<file path="src/sv/skvt_pkg.sv">
// --------------------------------------------------------------------------
// skvt_pkg
// types and constants of the sorted key/value table
// --------------------------------------------------------------------------
`default_nettype none

package skvt_pkg;

    localparam int CAPACITY_DEF   = 64;
    localparam int KEY_BITS_DEF   = 32;
    localparam int VALUE_BITS_DEF = 32;

    typedef enum logic [1:0] {
        REQ_INSERT = 2'd0,
        REQ_DELETE = 2'd1,
        REQ_SEARCH = 2'd2,
        REQ_UPDATE = 2'd3
    } t_req_type;

    typedef enum logic [1:0] {
        STATUS_OK        = 2'd0,
        STATUS_EXISTS    = 2'd1,
        STATUS_NOT_FOUND = 2'd2,
        STATUS_FULL      = 2'd3
    } t_status;

    typedef enum logic [1:0] {
        CELL_HOLD   = 2'd0,
        CELL_INSERT = 2'd1,
        CELL_DELETE = 2'd2,
        CELL_UPDATE = 2'd3
    } t_cell_op;

    typedef enum logic {
        STATE_IDLE  = 1'b0,
        STATE_APPLY = 1'b1
    } t_state;

    typedef struct packed {
        logic     capture;
        t_cell_op op;
    } t_cell_ctrl;

endpackage

`default_nettype wire

</file>
<file path="src/sv/skvt_cell.sv">
// --------------------------------------------------------------------------
// skvt_cell
// one slot of the sorted table: compares against the request key and
// shifts its entry to or from a neighbor
// --------------------------------------------------------------------------
`default_nettype none

module skvt_cell #(
    parameter int KEY_BITS   = skvt_pkg::KEY_BITS_DEF,
    parameter int VALUE_BITS = skvt_pkg::VALUE_BITS_DEF
) (
    input  wire logic                         i_clk,
    input  wire skvt_pkg::t_cell_ctrl         i_ctrl,
    input  wire logic                         i_occupied,
    input  wire logic signed [KEY_BITS-1:0]   i_cmp_key,
    input  wire logic signed [KEY_BITS-1:0]   i_new_key,
    input  wire logic        [VALUE_BITS-1:0] i_new_value,
    input  wire logic                         i_left_lt,
    input  wire logic signed [KEY_BITS-1:0]   i_left_key,
    input  wire logic        [VALUE_BITS-1:0] i_left_value,
    input  wire logic signed [KEY_BITS-1:0]   i_right_key,
    input  wire logic        [VALUE_BITS-1:0] i_right_value,
    output logic signed      [KEY_BITS-1:0]   o_key,
    output logic             [VALUE_BITS-1:0] o_value,
    output logic                              o_lt,
    output logic                              o_eq
);
    import skvt_pkg::*;

    logic signed [KEY_BITS-1:0]   r_key;
    logic        [VALUE_BITS-1:0] r_value;
    logic                         r_lt;
    logic                         r_eq;
    logic signed [KEY_BITS-1:0]   n_key;
    logic        [VALUE_BITS-1:0] n_value;

    always_ff @(posedge i_clk) begin
        if (i_ctrl.capture) begin
            r_lt <= i_occupied && (r_key < i_cmp_key);
            r_eq <= i_occupied && (r_key == i_cmp_key);
        end
    end

    always_comb begin
        n_key   = r_key;
        n_value = r_value;
        unique case (i_ctrl.op)
            CELL_HOLD: begin
            end
            CELL_INSERT: begin
                if (!r_lt) begin
                    if (i_left_lt) begin
                        n_key   = i_new_key;
                        n_value = i_new_value;
                    end else begin
                        n_key   = i_left_key;
                        n_value = i_left_value;
                    end
                end
            end
            CELL_DELETE: begin
                if (!r_lt) begin
                    n_key   = i_right_key;
                    n_value = i_right_value;
                end
            end
            CELL_UPDATE: begin
                if (r_eq) begin
                    n_value = i_new_value;
                end
            end
            default: begin
            end
        endcase
    end

    always_ff @(posedge i_clk) begin
        r_key   <= n_key;
        r_value <= n_value;
    end

    assign o_key   = r_key;
    assign o_value = r_value;
    assign o_lt    = r_lt;
    assign o_eq    = r_eq;

endmodule

`default_nettype wire

</file>
<file path="config.mk">
export PLATFORM = sky130hd
export DESIGN_NAME = skvt_cell
export DESIGN_NICKNAME = d
export VERILOG_FILES = /design/src/sv/skvt_pkg.sv /design/src/sv/skvt_cell.sv
export SDC_FILE = /design/constraint.sdc
export NUM_CORES = 1
export LEC_CHECK = 0
export BUFFER_PORTS_ARGS = -buffer_cell sky130_fd_sc_hd__buf_2
export CAP_MARGIN = 20
export CORE_AREA = 2 2 114 116
export DETAILED_ROUTE_END_ITERATION = 12
export DIE_AREA = 0 0 116 118
export PLACE_DENSITY = 0.74
export SETUP_SLACK_MARGIN = 0.5
export SYNTH_ARGS = -nofsm -noshare
export SYNTH_HDL_FRONTEND = slang
export SYNTH_SLANG_ARGS = --single-unit
</file>
<file path="constraint.sdc">
create_clock -name i_clk -period 3 [get_ports i_clk]
set_input_delay 0.15 -clock i_clk [delete_from_list [all_inputs] [get_ports i_clk]]
set_output_delay 0.15 -clock i_clk [all_outputs]
set_load 0.05 [all_outputs]
</file>
* After elaboration in Yosys (flattened, before gate mapping) *
Index checks and enable logic that the tools add are counted.

storage, ports and cells
  word-level logic and storage cells = 27
  bits of input ports = 230
  output and inout bits = 66
  bits in registers = 66

cells by class
  reductions and logical operators = 6
  equality and inequality tests = 7
  muxes and demuxes = 9
  order comparisons = 1

operators by type and width
  kind                count
  $mux 32             7
  $pmux 32 s3         1
  $pmux 32 s2         1
  $eq 32x32->1        1
  $lt 32x32->1        1
  $ne 2x2->1 const B  3
  $eq 2x2->1 const B  2
  $reduce_and 4->1    1
  $reduce_and 3->1    1
  $reduce_bool 3->1   1
  $eq 2x1->1 const B  1
  $logic_and 1x1->1   2
  $reduce_bool 2->1   1

* Logic depth before layout (Yosys ltp) *
  word-level depth = 3
  depth in mapped cells = 8

* Worst setup path after synthesis *
OpenSTA, ideal clock, no wires.

  path kind = register -> register
  from = register r_lt, in the netlist o_lt
  to = register r_value[0], in the netlist o_value[0], enable pin
  arrival = 3.003 ns
  path buffers = 0
  clock period less this slack = 3.469 ns
  library setup time = 0.466 ns
  setup slack = -0.469 ns
  cell stages (with the launch flop) = 2
  cells stage by stage = edfxtp_1 > o21ai_0

between the ends
  longest elaborated chain between the ends = 2

ends and longest elaborated chain
  what                                   line             RTL
  from (decl)                            skvt_cell.sv:32  logic r_lt;
  from (signal assigned)                 skvt_cell.sv:39  r_lt <= i_occupied && (r_key < i_cmp_key);
  $ne 2x2->1 (no source line)            n/a
  $reduce_and 4->1 (no source line) (*)  n/a
  to (signal assigned)                   skvt_cell.sv:79  r_value <= n_value;
  to (decl)                              skvt_cell.sv:31  logic [VALUE_BITS-1:0] r_value;

Every way passes the cells marked *; elsewhere a longest branch is shown, timed or not.
A chain may end at the register's enable or synchronous reset.

* Worst setup path in the final report *
  from = register r_key[27], in the netlist o_key[27]
  to = register r_lt, in the netlist o_lt (data pin)

between the ends
  longest elaborated chain between the ends = 2

ends and longest elaborated chain
  what                    line             RTL
  from (decl)             skvt_cell.sv:30  logic signed [KEY_BITS-1:0] r_key;
  from (signal assigned)  skvt_cell.sv:78  r_key <= n_key;
  $lt 32x32->1            skvt_cell.sv:39
  $logic_and 1x1->1       skvt_cell.sv:39

No other way between the ends.

==> run summary <==
CLOCK NETWORK
-----------------------------------------------------------------------------------------------------------------
TritonCTS Sinks                                                                                                66
Clock Tree Root                                                                                      sky130_fd_sc_hd__clkbuf_16
Max Buffers Root-to-Sink                                                                                        2
Number of hold buffers added after CTS                                                                          0
Number of buffers inserted during clock tree synthesis                                                          9
CTS resizes                                                                                                     0
Clock Pin Slew Worst Setup and Hold Paths                                                                 0.05 ns
CTS H-tree depth                                                                                                3
Clock tree from TritonCTS                                                                                   built
Setup bufs post-CTS                                                                                             0
Clock latency at the later pin of the worst-skew pair                                                     0.32 ns

PLACE
-----------------------------------------------------------------------------------------------------------------
Placed cell count                                                                                             889
Number of port buffers                                                                                        295
DP HPWL                                                                                                   10.9 mm
Cell area reported after detailed placement                                                              6190 um2
Routability congestion estimate from global placement                                                       0.843

DETAILED ROUTING
-----------------------------------------------------------------------------------------------------------------
Count of nets left with antenna violations after detail routing                                                 0
Detailed-route via count                                                                                     4316
DR iter-0 viols                                                                                               207
Detailed-route wire length per cell                                                                       15.0 um
Top routing layer in use                                                                                     met4
Average via count per standard cell                                                                          4.77
WL met1                                                                                                   5.49 mm
Number of design rule violations left after detail routing                                                      0
Total length of routed wires                                                                              13.5 mm
Number of detailed-routing iterations run before antenna repair                                                 4
Routed wl met2                                                                                            7.01 mm
Met3 routed WL                                                                                             801 um

TIMING
-----------------------------------------------------------------------------------------------------------------
Final-report max-slew violation count                                                                           0
Final Hold Fails                                                                                                0
Max frequency                                                                                           0.490 GHz
Setup repair after global routing missed its margin                                                            no
Setup tns final                                                                                              0 ns
Final worst clock skew                                                                                 0.00729 ns
Post-route fraction of the period consumed by the critical path                                             0.680
Setup-violating endpoint count in the final report                                                              0
Minimum hold slack                                                                                      0.0635 ns
Relative max-transition margin                                                                              0.323
Worst Max-Slew Pin Slew                                                                                   1.01 ns
Min Clock Period, post-route                                                                              2.04 ns

FINAL LAYOUT
-----------------------------------------------------------------------------------------------------------------
Net total in the final layout                                                                                 990
Area growth from synthesis to final layout                                                                  43.6%
Cell area after layout                                                                                   6490 um2
Number of antenna diodes                                                                                        0
Number of fill cells                                                                                         1215
Layout cells sized above 1                                                                                  0.440
Seq. cell area                                                                                           1980 um2
Area used by multi-input combinational logic                                                             2310 um2
Final instance count without filler cells                                                                     904
Final core utilization                                                                                      0.523

YOSYS
-----------------------------------------------------------------------------------------------------------------
Library cell occupying the most area in the post-synthesis netlist                                   sky130_fd_sc_hd__edfxtp_1
Synth area leaders                                                                                   sky130_fd_sc_hd__edfxtp_1 (44%), sky130_fd_sc_hd__mux2i_1 (14%), sky130_fd_sc_hd__ha_1 (8.9%)
Sequential share of the synthesized area                                                                    0.438
Arithmetic-cell share of the synthesized area counting full adders, half adders and majority gates         0.0885
Synth top cells by count                                                                             sky130_fd_sc_hd__edfxtp_1 (66), sky130_fd_sc_hd__mux2i_1 (65), sky130_fd_sc_hd__a21oi_1 (46)
Async SR Flop Fraction                                                                                          0
Fraction of synthesized area in multiplexers                                                                0.144
Synthesized net count                                                                                         706
Xor and xnor fraction of the mapped netlist area                                                                0
Dominant cell by count in the synthesized netlist                                                    sky130_fd_sc_hd__edfxtp_1
Compound-gate portion of the synthesized area                                                               0.166
Fraction of synthesized cell area taken by the top area cell type                                           0.438
Number of storage elements in the synthesis netlist                                                            66
Post-synth design cell area                                                                              4520 um2
Post-Syn Instances                                                                                            444
Number of library cell types mapped by synthesis                                                               27
Simple-gate area share of the yosys netlist                                                                 0.107
Combinational family with the most area after synthesis                                              compound AO/OA/AOI/OAI gates
Total number of yosys warnings                                                                                  0
Mean cell area of the mapped netlist                                                                     10.2 um2
Dominant synthesized flop cell                                                                       sky130_fd_sc_hd__edfxtp_1
Count of flip-flops with a built-in enable after synthesis                                                     66

GLOBAL ROUTING
-----------------------------------------------------------------------------------------------------------------
Number of global-route vias before repair                                                                    4200
GRT Residual Overflow                                                                                           0
Largest net degree at the start of global routing                                                              64
Wire length of the first global-routing pass                                                              20.6 mm
Number of antenna violations at the first check in global routing                                               0
Overall routing resource usage                                                                              0.192

DIE
-----------------------------------------------------------------------------------------------------------------
Area enclosed by the die boundary                                                                       13700 um2
Horizontal die dimension                                                                                   116 um
Number of top-level pins                                                                                      296
Standard cell core area                                                                                 12400 um2
Starting Density                                                                                            0.364
Site row count                                                                                                 41
Height of the chip                                                                                         118 um

POWER
-----------------------------------------------------------------------------------------------------------------
Pwr Density                                                                                            476 nW/um2
Max VDD drop                                                                                               319 uV
Standby leakage power                                                                                     3.13 nW

CRITICAL PATH
-----------------------------------------------------------------------------------------------------------------
Nature of the critical path endpoint                                                                     register
Critical setup path kind                                                                             register to register
Setup slack of the most critical reg-to-reg path                                                          0.96 ns
WP data arrival                                                                                           2.20 ns
Required time of the critical path                                                                        3.16 ns
Kind of start point of the critical path                                                                 register
Critical path fanouts, max                                                                                      3

JOB
-----------------------------------------------------------------------------------------------------------------
Count of max-cap constraint violations                                                                          0

OUTCOME
-----------------------------------------------------------------------------------------------------------------
Run status                                                                                           finished, final reports clean

WORST HOLD PATH
-----------------------------------------------------------------------------------------------------------------
Worst hold-check path type                                                                           input port to register

## stage by stage
stage                     power, mW  setup WS, ns
after detailed placement       2.02         0.917
after global routing           3.24         0.801
after floorplan                1.71         0.933
final                          3.09         0.960
after global placement         2.00         0.998
after CTS                      3.13         0.950
## sequential cells by signal, indices dropped and copies added (netlist names)
register / count
o_key: 32
o_lt: 1
o_eq: 1
o_value: 32
## path summary, 6_finish.rpt
| check | start | endpoint | depth (start not counted) |
|---|---|---|---|
| min | i_ctrl[2] | o_lt | 1 |
| max reg2reg | o_key[27] | o_lt | 6 |
| min reg2reg | o_key[2] | o_eq | 3 |
| max | o_key[27] | o_lt | 6 |
## kinds of logic (layout without fill, tap and decap cells)
| kind of cell | after synthesis | in the layout |
|---|---|---|
| adder cells (fa/ha/maj) | 32 | 32 |
| AO/OA/AOI/OAI | 125 | 125 |
| flip-flops | 66 | 66 |
| multiplexers | 65 | 65 |
| buffers and inverters | 62 | 350 |
| AND/OR/NAND/NOR | 94 | 94 |
## per-layer routing
metal / track usage / up-vias
met3: 0.0433 / 22
li1: - / 2194
met4: 0.0610 / 0
met2: 0.345 / 154
met5: 0 / -
met1: 0.222 / 1946
## layout make-up
cell class                 instances  share of cell area
clock buffer                       9              0.0347
clock inverter                     6              0.0127
inverter                          34              0.0197
multi-input combinational        316               0.356
sequential                        66               0.305
tap                              172              0.0331
timing repair buffer             301               0.239
## report_power, final
group	switching [mW]	leakage (nW)	internal, mW
registers	0.0313	0.627	1.12
logic	0.541	2.36	0.303
clock network	0.382	0.143	0.717
total	0.954	3.13	2.14
## critical path: stages (launching register included)
cell	delay [ns]
sky130_fd_sc_hd__edfxtp_1	0.39
sky130_fd_sc_hd__ha_1	0.34
sky130_fd_sc_hd__nand4_1	0.15
sky130_fd_sc_hd__nor4_1	0.54
sky130_fd_sc_hd__nor2_1	0.11
sky130_fd_sc_hd__a21oi_2	0.15
sky130_fd_sc_hd__mux2i_1	0.21
## cell usage in the layout (no fill, tap or decap), types with 5 or more instances in the layout
| cell | n |
|---|---|
| sky130_fd_sc_hd__a211oi_1 | 31 |
| sky130_fd_sc_hd__a21oi_1 | 45 |
| sky130_fd_sc_hd__buf_2 | 294 |
| sky130_fd_sc_hd__buf_4 | 5 |
| sky130_fd_sc_hd__clkbuf_16 | 9 |
| sky130_fd_sc_hd__edfxtp_1 | 66 |
| sky130_fd_sc_hd__ha_1 | 32 |
| sky130_fd_sc_hd__inv_1 | 34 |
| sky130_fd_sc_hd__mux2i_1 | 65 |
| sky130_fd_sc_hd__nand2_1 | 42 |
| sky130_fd_sc_hd__nand4_1 | 5 |
| sky130_fd_sc_hd__nor2b_1 | 31 |
| sky130_fd_sc_hd__o21ai_0 | 38 |
(Power assumes the default switching activity.)
